==> src/design/assert_macros.svh <==
`ifndef ASSERT_MACROS_SVH
`define ASSERT_MACROS_SVH

// Same-cycle implication, checked at every rising edge outside reset.
`define ASSERT_IMP(label, clk, rst, ante, cons) \
  label: assert property (@(posedge clk) disable iff (rst) (ante) |-> (cons)) \
    else $error("assertion failed");

// Next-cycle implication, checked at every rising edge outside reset.
`define ASSERT_NEXT(label, clk, rst, ante, cons) \
  label: assert property (@(posedge clk) disable iff (rst) (ante) |=> (cons)) \
    else $error("assertion failed");

`endif

==> src/design/iac_pkg.sv <==
package iac_pkg;

  localparam int PADDR_W = 5;
  localparam int PDATA_W = 32;
  localparam int REG_W = 8;

  localparam logic [2:0] REG_ARM_CYCLES = 3'd0;
  localparam logic [2:0] REG_BLINK_HALF = 3'd1;
  localparam logic [2:0] REG_TRIG_WINDOW = 3'd2;
  localparam logic [2:0] REG_TRIG_TOGGLE = 3'd3;
  localparam logic [2:0] REG_SOUND_TOGGLE = 3'd4;

  localparam logic [REG_W-1:0] RST_ARM_CYCLES = 8'd10;
  localparam logic [REG_W-1:0] RST_BLINK_HALF = 8'd1;
  localparam logic [REG_W-1:0] RST_TRIG_WINDOW = 8'd20;
  localparam logic [REG_W-1:0] RST_TRIG_TOGGLE = 8'd4;
  localparam logic [REG_W-1:0] RST_SOUND_TOGGLE = 8'd2;

  localparam logic [2:0] MODE_CODE_OFF = 3'd0;
  localparam logic [2:0] MODE_CODE_ARMING = 3'd1;
  localparam logic [2:0] MODE_CODE_ARMED = 3'd2;
  localparam logic [2:0] MODE_CODE_TRIGGERED = 3'd3;
  localparam logic [2:0] MODE_CODE_SOUNDING = 3'd4;

  localparam logic [2:0] LV_NONE = 3'b000;
  localparam logic [2:0] LV_READY = 3'b001;
  localparam logic [2:0] LV_ARMED = 3'b010;
  localparam logic [2:0] LV_SIREN = 3'b100;

  typedef enum logic [4:0] {
    MODE_OFF       = 5'b00001,
    MODE_ARMING    = 5'b00010,
    MODE_ARMED     = 5'b00100,
    MODE_TRIGGERED = 5'b01000,
    MODE_SOUNDING  = 5'b10000
  } mode_t;

  typedef struct packed {
    logic [REG_W-1:0] arm_cycles;
    logic [REG_W-1:0] blink_half_ticks;
    logic [REG_W-1:0] trigger_window_ticks;
    logic [REG_W-1:0] trigger_toggle_ticks;
    logic [REG_W-1:0] sound_toggle_ticks;
  } cfg_t;

  typedef struct packed {
    logic [2:0] levels;
    logic [2:0] mode;
    logic       notify;
  } res_t;

endpackage

==> src/design/iac_regs.sv <==
`include "assert_macros.svh"

module iac_regs (
  input  logic                          clk,
  input  logic                          rst,
  input  logic                          psel,
  input  logic                          penable,
  input  logic                          pwrite,
  input  logic [iac_pkg::PADDR_W-1:0]   paddr,
  input  logic [iac_pkg::PDATA_W-1:0]   pwdata,
  output logic [iac_pkg::PDATA_W-1:0]   prdata,
  output logic                          pready,
  output iac_pkg::cfg_t                 cfg
);
  import iac_pkg::*;

  logic [2:0] index;
  logic       wr_en;
  logic [REG_W-1:0] rd_value;

  assign index = paddr[4:2];
  assign wr_en = psel && penable && pwrite;
  assign pready = 1'b1;

  always_ff @(posedge clk) begin
    if (rst) begin
      cfg.arm_cycles <= RST_ARM_CYCLES;
      cfg.blink_half_ticks <= RST_BLINK_HALF;
      cfg.trigger_window_ticks <= RST_TRIG_WINDOW;
      cfg.trigger_toggle_ticks <= RST_TRIG_TOGGLE;
      cfg.sound_toggle_ticks <= RST_SOUND_TOGGLE;
    end else if (wr_en) begin
      unique case (index)
        REG_ARM_CYCLES:   cfg.arm_cycles <= pwdata[REG_W-1:0];
        REG_BLINK_HALF:   cfg.blink_half_ticks <= pwdata[REG_W-1:0];
        REG_TRIG_WINDOW:  cfg.trigger_window_ticks <= pwdata[REG_W-1:0];
        REG_TRIG_TOGGLE:  cfg.trigger_toggle_ticks <= pwdata[REG_W-1:0];
        REG_SOUND_TOGGLE: cfg.sound_toggle_ticks <= pwdata[REG_W-1:0];
        default: ;
      endcase
    end
  end

  always_comb begin
    unique case (index)
      REG_ARM_CYCLES:   rd_value = cfg.arm_cycles;
      REG_BLINK_HALF:   rd_value = cfg.blink_half_ticks;
      REG_TRIG_WINDOW:  rd_value = cfg.trigger_window_ticks;
      REG_TRIG_TOGGLE:  rd_value = cfg.trigger_toggle_ticks;
      REG_SOUND_TOGGLE: rd_value = cfg.sound_toggle_ticks;
      default:          rd_value = '0;
    endcase
  end

  assign prdata = PDATA_W'(rd_value);

  `ASSERT_NEXT(a_arm_write, clk, rst, wr_en && index == REG_ARM_CYCLES, cfg.arm_cycles == $past(pwdata[REG_W-1:0]))

endmodule

==> src/design/intrusion_alarm_controller.sv <==
// Channel   Direction  Handshake          Payload
// in        input      in_valid/in_ready  button_pressed, motion
// out       output     out_valid/out_ready ready_led, armed_led, siren, mode, notify
// config    input      APB write/read     psel, penable, pwrite, paddr, pwdata, prdata
//
// Each accepted request yields one result, registered in the output or the skid register.
// A request is accepted every cycle as long as the skid register is empty.
// A stalled output holds one result in the output register and one in the skid register.
// Synchronous reset sets the mode to off, clears all counters, and restores the register defaults.

`include "assert_macros.svh"

module intrusion_alarm_controller #(
  parameter int COUNT_BITS = 8
) (
  input  logic                          clk,
  input  logic                          rst,
  input  logic                          in_valid,
  output logic                          in_ready,
  input  logic                          button_pressed,
  input  logic                          motion,
  output logic                          out_valid,
  input  logic                          out_ready,
  output logic                          ready_led,
  output logic                          armed_led,
  output logic                          siren,
  output logic [2:0]                    mode,
  output logic                          notify,
  input  logic                          psel,
  input  logic                          penable,
  input  logic                          pwrite,
  input  logic [iac_pkg::PADDR_W-1:0]   paddr,
  input  logic [iac_pkg::PDATA_W-1:0]   pwdata,
  output logic [iac_pkg::PDATA_W-1:0]   prdata,
  output logic                          pready
);
  import iac_pkg::*;

  localparam int LW = (COUNT_BITS > REG_W) ? COUNT_BITS : REG_W;
  localparam logic [COUNT_BITS-1:0] CMAX = '1;

  cfg_t cfg;

  iac_regs u_regs (
    .clk     (clk),
    .rst     (rst),
    .psel    (psel),
    .penable (penable),
    .pwrite  (pwrite),
    .paddr   (paddr),
    .pwdata  (pwdata),
    .prdata  (prdata),
    .pready  (pready),
    .cfg     (cfg)
  );

  function automatic logic [COUNT_BITS-1:0] limit_of(input logic [REG_W-1:0] r);
    logic [LW-1:0] v;
    v = LW'(r);
    if (v == '0) v = LW'(1);
    if (v > LW'(CMAX)) v = LW'(CMAX);
    return COUNT_BITS'(v);
  endfunction

  function automatic logic [COUNT_BITS-1:0] bump(input logic [COUNT_BITS-1:0] c);
    return (c != CMAX) ? c + 1'b1 : c;
  endfunction

  function automatic logic [2:0] mode_code(input mode_t m);
    logic [2:0] code;
    unique case (m)
      MODE_ARMING:    code = MODE_CODE_ARMING;
      MODE_ARMED:     code = MODE_CODE_ARMED;
      MODE_TRIGGERED: code = MODE_CODE_TRIGGERED;
      MODE_SOUNDING:  code = MODE_CODE_SOUNDING;
      default:        code = MODE_CODE_OFF;
    endcase
    return code;
  endfunction

  mode_t                 alarm_mode, alarm_mode_next;
  logic [COUNT_BITS-1:0] window_count, window_count_next;
  logic [COUNT_BITS-1:0] period_count, period_count_next;
  logic [COUNT_BITS-1:0] blink_count, blink_count_next;
  logic                  toggle_phase, toggle_phase_next;
  logic [2:0]            drive_levels, drive_levels_next;
  logic                  notify_next;

  logic in_accept;
  res_t res_new;
  res_t out_res;
  res_t skid_res;
  logic skid_valid;

  assign in_ready = !skid_valid;
  assign in_accept = in_valid && in_ready;

  always_comb begin
    logic [COUNT_BITS-1:0] pc;
    logic [COUNT_BITS-1:0] wc;
    logic [COUNT_BITS-1:0] bc;
    logic                  ph;
    pc = '0;
    wc = '0;
    bc = '0;
    ph = 1'b0;
    alarm_mode_next = alarm_mode;
    window_count_next = window_count;
    period_count_next = period_count;
    blink_count_next = blink_count;
    toggle_phase_next = toggle_phase;
    drive_levels_next = drive_levels;
    notify_next = 1'b0;

    unique case (alarm_mode)
      MODE_ARMING: begin
        drive_levels_next = drive_levels & ~LV_READY;
        if (!toggle_phase) drive_levels_next = drive_levels_next | LV_READY;
        pc = bump(period_count);
        period_count_next = pc;
        if (pc >= limit_of(cfg.blink_half_ticks)) begin
          period_count_next = '0;
          if (toggle_phase) begin
            bc = bump(blink_count);
            blink_count_next = bc;
            if (bc >= limit_of(cfg.arm_cycles)) begin
              drive_levels_next = drive_levels_next | LV_ARMED;
              alarm_mode_next = MODE_ARMED;
              window_count_next = '0;
              blink_count_next = '0;
              toggle_phase_next = 1'b0;
            end else begin
              toggle_phase_next = 1'b0;
            end
          end else begin
            toggle_phase_next = 1'b1;
          end
        end
      end
      MODE_ARMED: begin
        drive_levels_next = LV_ARMED;
        if (button_pressed) begin
          alarm_mode_next = MODE_OFF;
        end else if (motion) begin
          drive_levels_next = LV_NONE;
          alarm_mode_next = MODE_TRIGGERED;
          window_count_next = '0;
          period_count_next = '0;
          blink_count_next = '0;
          toggle_phase_next = 1'b0;
        end
      end
      MODE_TRIGGERED: begin
        if (button_pressed) begin
          alarm_mode_next = MODE_OFF;
        end else begin
          pc = bump(period_count);
          period_count_next = pc;
          if (pc >= limit_of(cfg.trigger_toggle_ticks)) begin
            period_count_next = '0;
            ph = !toggle_phase;
            toggle_phase_next = ph;
            drive_levels_next = ph ? (LV_READY | LV_ARMED) : LV_NONE;
          end
          wc = bump(window_count);
          window_count_next = wc;
          if (wc >= limit_of(cfg.trigger_window_ticks)) begin
            alarm_mode_next = MODE_SOUNDING;
            notify_next = 1'b1;
            window_count_next = '0;
            period_count_next = '0;
            blink_count_next = '0;
            toggle_phase_next = 1'b0;
          end
        end
      end
      MODE_SOUNDING: begin
        if (button_pressed) begin
          alarm_mode_next = MODE_OFF;
        end else begin
          pc = bump(period_count);
          period_count_next = pc;
          if (pc >= limit_of(cfg.sound_toggle_ticks)) begin
            period_count_next = '0;
            ph = !toggle_phase;
            toggle_phase_next = ph;
            drive_levels_next = ph ? (LV_READY | LV_SIREN) : LV_ARMED;
          end
        end
      end
      default: begin
        alarm_mode_next = MODE_OFF;
        drive_levels_next = LV_READY;
        if (button_pressed) begin
          alarm_mode_next = MODE_ARMING;
          window_count_next = '0;
          period_count_next = '0;
          blink_count_next = '0;
          toggle_phase_next = 1'b0;
        end
      end
    endcase
  end

  always_ff @(posedge clk) begin
    if (rst) begin
      alarm_mode <= MODE_OFF;
      window_count <= '0;
      period_count <= '0;
      blink_count <= '0;
      toggle_phase <= 1'b0;
      drive_levels <= LV_NONE;
    end else if (in_accept) begin
      alarm_mode <= alarm_mode_next;
      window_count <= window_count_next;
      period_count <= period_count_next;
      blink_count <= blink_count_next;
      toggle_phase <= toggle_phase_next;
      drive_levels <= drive_levels_next;
    end
  end

  assign res_new.levels = drive_levels_next;
  assign res_new.mode = mode_code(alarm_mode_next);
  assign res_new.notify = notify_next;

  always_ff @(posedge clk) begin
    if (rst) begin
      out_valid <= 1'b0;
      skid_valid <= 1'b0;
    end else if (out_ready || !out_valid) begin
      if (skid_valid) begin
        out_valid <= 1'b1;
        skid_valid <= 1'b0;
      end else begin
        out_valid <= in_accept;
      end
    end else if (in_accept) begin
      skid_valid <= 1'b1;
    end
  end

  always_ff @(posedge clk) begin
    if (out_ready || !out_valid) begin
      if (skid_valid) begin
        out_res <= skid_res;
      end else if (in_accept) begin
        out_res <= res_new;
      end
    end else if (in_accept) begin
      skid_res <= res_new;
    end
  end

  assign ready_led = out_res.levels[0];
  assign armed_led = out_res.levels[1];
  assign siren = out_res.levels[2];
  assign mode = out_res.mode;
  assign notify = out_res.notify;

  `ASSERT_IMP(a_skid_behind_out, clk, rst, skid_valid, out_valid)
  `ASSERT_NEXT(a_stall_to_skid, clk, rst, in_accept && out_valid && !out_ready, skid_valid)
  `ASSERT_IMP(a_notify_sounding, clk, rst, out_valid && notify, mode == MODE_CODE_SOUNDING)
  `ASSERT_NEXT(a_button_cancels, clk, rst, in_accept && button_pressed && alarm_mode == MODE_TRIGGERED, alarm_mode == MODE_OFF)

endmodule
==> config.mk <==
export PLATFORM = sky130hd
export DESIGN_NAME = intrusion_alarm_controller
export DESIGN_NICKNAME = d
export VERILOG_FILES = /design/src/design/iac_pkg.sv /design/src/design/iac_regs.sv /design/src/design/intrusion_alarm_controller.sv
export VERILOG_INCLUDE_DIRS = /design/src /design/src/design
export SDC_FILE = /design/constraint.sdc
export NUM_CORES = 1
export LEC_CHECK = 0
export ABC_CLOCK_PERIOD_IN_PS = 3500
export BUFFER_PORTS_ARGS = -buffer_cell sky130_fd_sc_hd__buf_2
export CAP_MARGIN = 0
export CORE_MARGIN = 2
export CORE_UTILIZATION = 54
export CTS_BUF_LIST = sky130_fd_sc_hd__clkbuf_2
export DETAILED_ROUTE_END_ITERATION = 8
export GPL_TIMING_DRIVEN = 0
export PLACE_DENSITY = 0.9
export SYNTH_ARGS = -nofsm -noshare
export SYNTH_HDL_FRONTEND = slang
export SYNTH_HIERARCHICAL = 1
export SYNTH_SLANG_ARGS = --single-unit
==> constraint.sdc <==
create_clock -name clk -period 3.5 [get_ports clk]
set_clock_uncertainty 0.15 [all_clocks]
set_input_delay 0.7 -clock clk [delete_from_list [all_inputs] [get_ports clk]]
set_output_delay 0.7 -clock clk [all_outputs]
set_load 0.05 [all_outputs]
==> reports/results.tsv <==
stage	metric	value	unit
sta	period utilization	1.01	
run_status	run status	finished with violations	
synth	synth unique cells	67	
global_routing	largest net degree at the start of global routing	16	
synth	leading cell type by number of instances after synthesis	dfxtp_1	
floorplanning	core region area	11000	sq um
finish	Fill cells	837	
setup_path	crit path max fanout	6	
global_routing	all-layer global routing usage	0.244	
setup_path	Critical Path Sink Type	flop	
setup_path	crit path DAT	3.75	ns
sta	Finish-stage setup viols	2	
power	Clk pwr share	0.310	
placement	placer congestion estimate	0.901	
floorplanning	Site Rows	38	
power	sw frac	0.303	
clock_network	cts bufs inserted	9	
clock_network	CTS tree	done	
floorplanning	Die Wd	111	um
drt	final wirelength	16200	um
clock_network	clk_lat worst skew	0.60	ns
finish	Design Area, Final	7300	sq um
synth	Mean Syn Cell Area	8.51	sq um
synth	Post-synth ARST share	0	
setup_path	crit path capture	armed_led$_DFFE_PP_	
synth	Synth Register Bits	89	
placement	worst slack, placed	-0.856	ns
synth	Syn Inst Count	722	
placement	post-detail-place hpwl	11100	um
drt	number of DRC markers in iteration 0	502	
drt	Vias/cell	6.01	
drt	via count	5719	
setup_path	Reg2Reg Capture Point	armed_led$_DFFE_PP_	
global_routing	initial antenna violation count	1	
sta	FMAX	0.284	GHz
sta	Hold Slack	0.162	ns
clock_network	Clock transition at path regs	0.26	ns
drt	post-route ant nets	0	
clock_network	root buffer cell	clkbuf_2	
sta	Final Hold Viols	0	
power	Reg power frac	0.532	
floorplanning	Die H	111	um
synth	share of the synthesized area in the top cell type	0.244	
synth	Cell Area, Synth	6140	sq um
clock_network	CTS Buffer Depth	2	
finish	Reg area	1950	sq um
power	power per cell area	273	nW/um^2
floorplanning	# IOs	88	
setup_path	reg2reg start	period_count[1]$_SDFFE_PP0P_	
setup_path	R2R cell count	11	
sta	setup TNS	-0.0283	ns
sta	Final min period	3.52	ns
clock_network	# hold bufs at CTS	0	
sta	Final WS setup	-0.0245	ns
power	worst-case vdd ir drop	0.000215	V
floorplanning	Starting Density	0.559	
synth	top cells by area, synth	dfxtp_1 (24%), ha_1 (8.8%), edfxtp_1 (6.8%), mux2i_1 (6.8%), nand2b_1 (5.0%)	
setup_path	Worst Setup SP	period_count[1]$_SDFFE_PP0P_	
power	switching pwr	0.604	mW
run_status	failing checks	setup timing	
finish	Area Overhead vs Synth	18.8	%
sta	measured slew at the worst slew-check pin	0.624	ns
synth	Yosys top cell by area	dfxtp_1	
sta	Slew HR	0.584	
setup_path	crit start category	flop	
global_routing	wire length of the first global-routing pass	24800	um
synth	Seq/Total Area, Yosys	0.313	
setup_path	Setup Crit Path Kind	flop to flop	
clock_network	clk sink count	89	
min_path	worst hold-check path type	input pin to flop	
clock_network	CTS H-tree depth	3	
global_routing	global route overflow	0	
synth	Top FF cell, synth	dfxtp_1	
drt	mean routed wirelength per cell	17.0	um
global_routing	vias in the first global route	5155	
floorplanning	die area	12200	sq um
flow_run	max cap viols	0	
synth	Post-synth EDFFs	14	
power	reported leakage power	3.17	nW
drt	DRC	0	
finish	layout cells sized above 1	0.248	
sta	Final Slew Violations	0	
synth	Ys Warns	6	
power	Comb pwr share	0.158	
finish	multi-input logic area	4170	sq um
drt	drt first pass iters	7	
setup_path	R2R Setup Slk	-0.02	ns
placement	I/O Buffers	35	
placement	Placed Instance Area	6580	sq um
synth	list of most frequent post-synthesis cells	dfxtp_1 (75), nor2_1 (52), nand2b_1 (49)	
setup_path	Critical Path RT	3.72	ns
power	internal power	1.39	mW
finish	NumNets Final	895	
## layer usage
| layer | GRT usage | up-vias | part of all wire |
|---|---|---|---|
| met2 | 0.400 | 265 | 0.47 |
| met5 | 0 | - | 0 |
| met1 | 0.325 | 2697 | 0.42 |
| met4 | 0.100 | 0 | 0.032 |
| li1 | - | 2699 | - |
| met3 | 0.0328 | 58 | 0.071 |
## state kept, by name, summed over array words and instances (netlist names)
register,flops
drive_levels,3
siren,1
mode,3
u_regs/cfg,40
notify,1
window_count,8
blink_count,8
skid_res,7
period_count,8
armed_led,1
out_valid,1
skid_valid,1
ready_led,1
toggle_phase,1
alarm_mode,5
## worst max-delay path, cell delays in order (launching register included)
cell,delay (ns)
dfxtp_2,0.44
ha_4,0.19
and2_4,0.21
nand3_1,0.15
xnor2_1,0.44
ha_1,0.22
nand4_1,0.12
o31ai_4,0.43
and3_1,0.23
o21ai_0,0.12
a211o_1,0.32
mux2_4,0.26
## power by group through the flow
stage / Sequential (mW) / Combinational [mW] / Clock, mW
2_1_floorplan: 1.10 / 0.218 / 0
3_3_place_gp: 1.08 / 0.295 / 0
3_5_place_dp: 1.08 / 0.299 / 0
4_1_cts: 1.06 / 0.303 / 0.612
5_1_grt: 1.06 / 0.333 / 0.658
6_report: 1.06 / 0.314 / 0.619
## cell usage in the layout, fill, tap and decap left out, types with 11 or more instances in the layout
cell type,Yosys,final
nand3_1,25,21
a21oi_1,41,31
ha_1,43,37
mux2i_1,42,42
clkbuf_2,0,11
o21ai_0,26,24
clkbuf_1,22,16
nand2b_1,49,49
nor2_1,52,46
conb_1,2,25
mux2_2,14,12
a22oi_1,16,16
buf_4,28,45
dfxtp_1,75,65
inv_1,44,44
nand2_1,47,45
buf_2,9,43
nor3_1,17,15
edfxtp_1,14,14
## repair_timing
action | in CTS | in global routing
gates resized for setup | 44 | 61
setup buffers | 3 | 14
pin swaps | 2 | 24
cloned | 0 | 1
endpoints found under the setup margin | 43 | 35
## worst min path at each step
| stage | from | to | slack, ns | cells after the start |
|---|---|---|---|---|
| after global routing | pwdata[3] | u_regs/cfg[35]$_SDFFE_PP1P_ | 0.16 | 2 |
| after floorplan | period_count[2]$_SDFFE_PP0P_ | period_count[2]$_SDFFE_PP0P_ | 0.30 | 2 |
| final | pwdata[3] | u_regs/cfg[35]$_SDFFE_PP1P_ | 0.16 | 2 |
| after detailed placement | period_count[1]$_SDFFE_PP0P_ | period_count[1]$_SDFFE_PP0P_ | 0.33 | 2 |
| after global placement | period_count[6]$_SDFFE_PP0P_ | period_count[6]$_SDFFE_PP0P_ | 0.32 | 2 |
| after CTS | pwdata[3] | u_regs/cfg[35]$_SDFFE_PP1P_ | 0.16 | 2 |
## cell type report
class                           count  share of cell area
Clock buffer                       11             0.00754
Tap cell                          140              0.0240
Timing Repair Buffer               53              0.0430
Buffer                             60              0.0528
Clock inverter                      5              0.0111
Antenna cell                        1            0.000343
Multi-Input combinational cell    548               0.571
Sequential cell                    89               0.267
Inverter                           45              0.0231
## stage by stage
step	power [mW]	utilization	instances
finish	1.99	0.665	952
global route	2.05	0.665	952
CTS	1.98	0.628	936
detailed placement	1.38	0.599	920
global placement	1.38	0.599	920
floorplan	1.32	-	745
## cells by family (layout without fill, tap and decap cells)
| kind of cell | Yosys count | count (layout) | share of synthesized area |
|---|---|---|---|
| compound gates | 158 | 158 | 0.172 |
| xor+xnor | 11 | 11 | 0.0157 |
| fa+ha+maj | 43 | 43 | 0.0876 |
| buf+inv | 108 | 174 | 0.0886 |
| flops | 89 | 89 | 0.313 |
| mux | 57 | 57 | 0.0959 |
| other cells | 2 | 26 | 0.00122 |
| simple gates | 254 | 254 | 0.227 |
(Power assumes the default switching activity.)
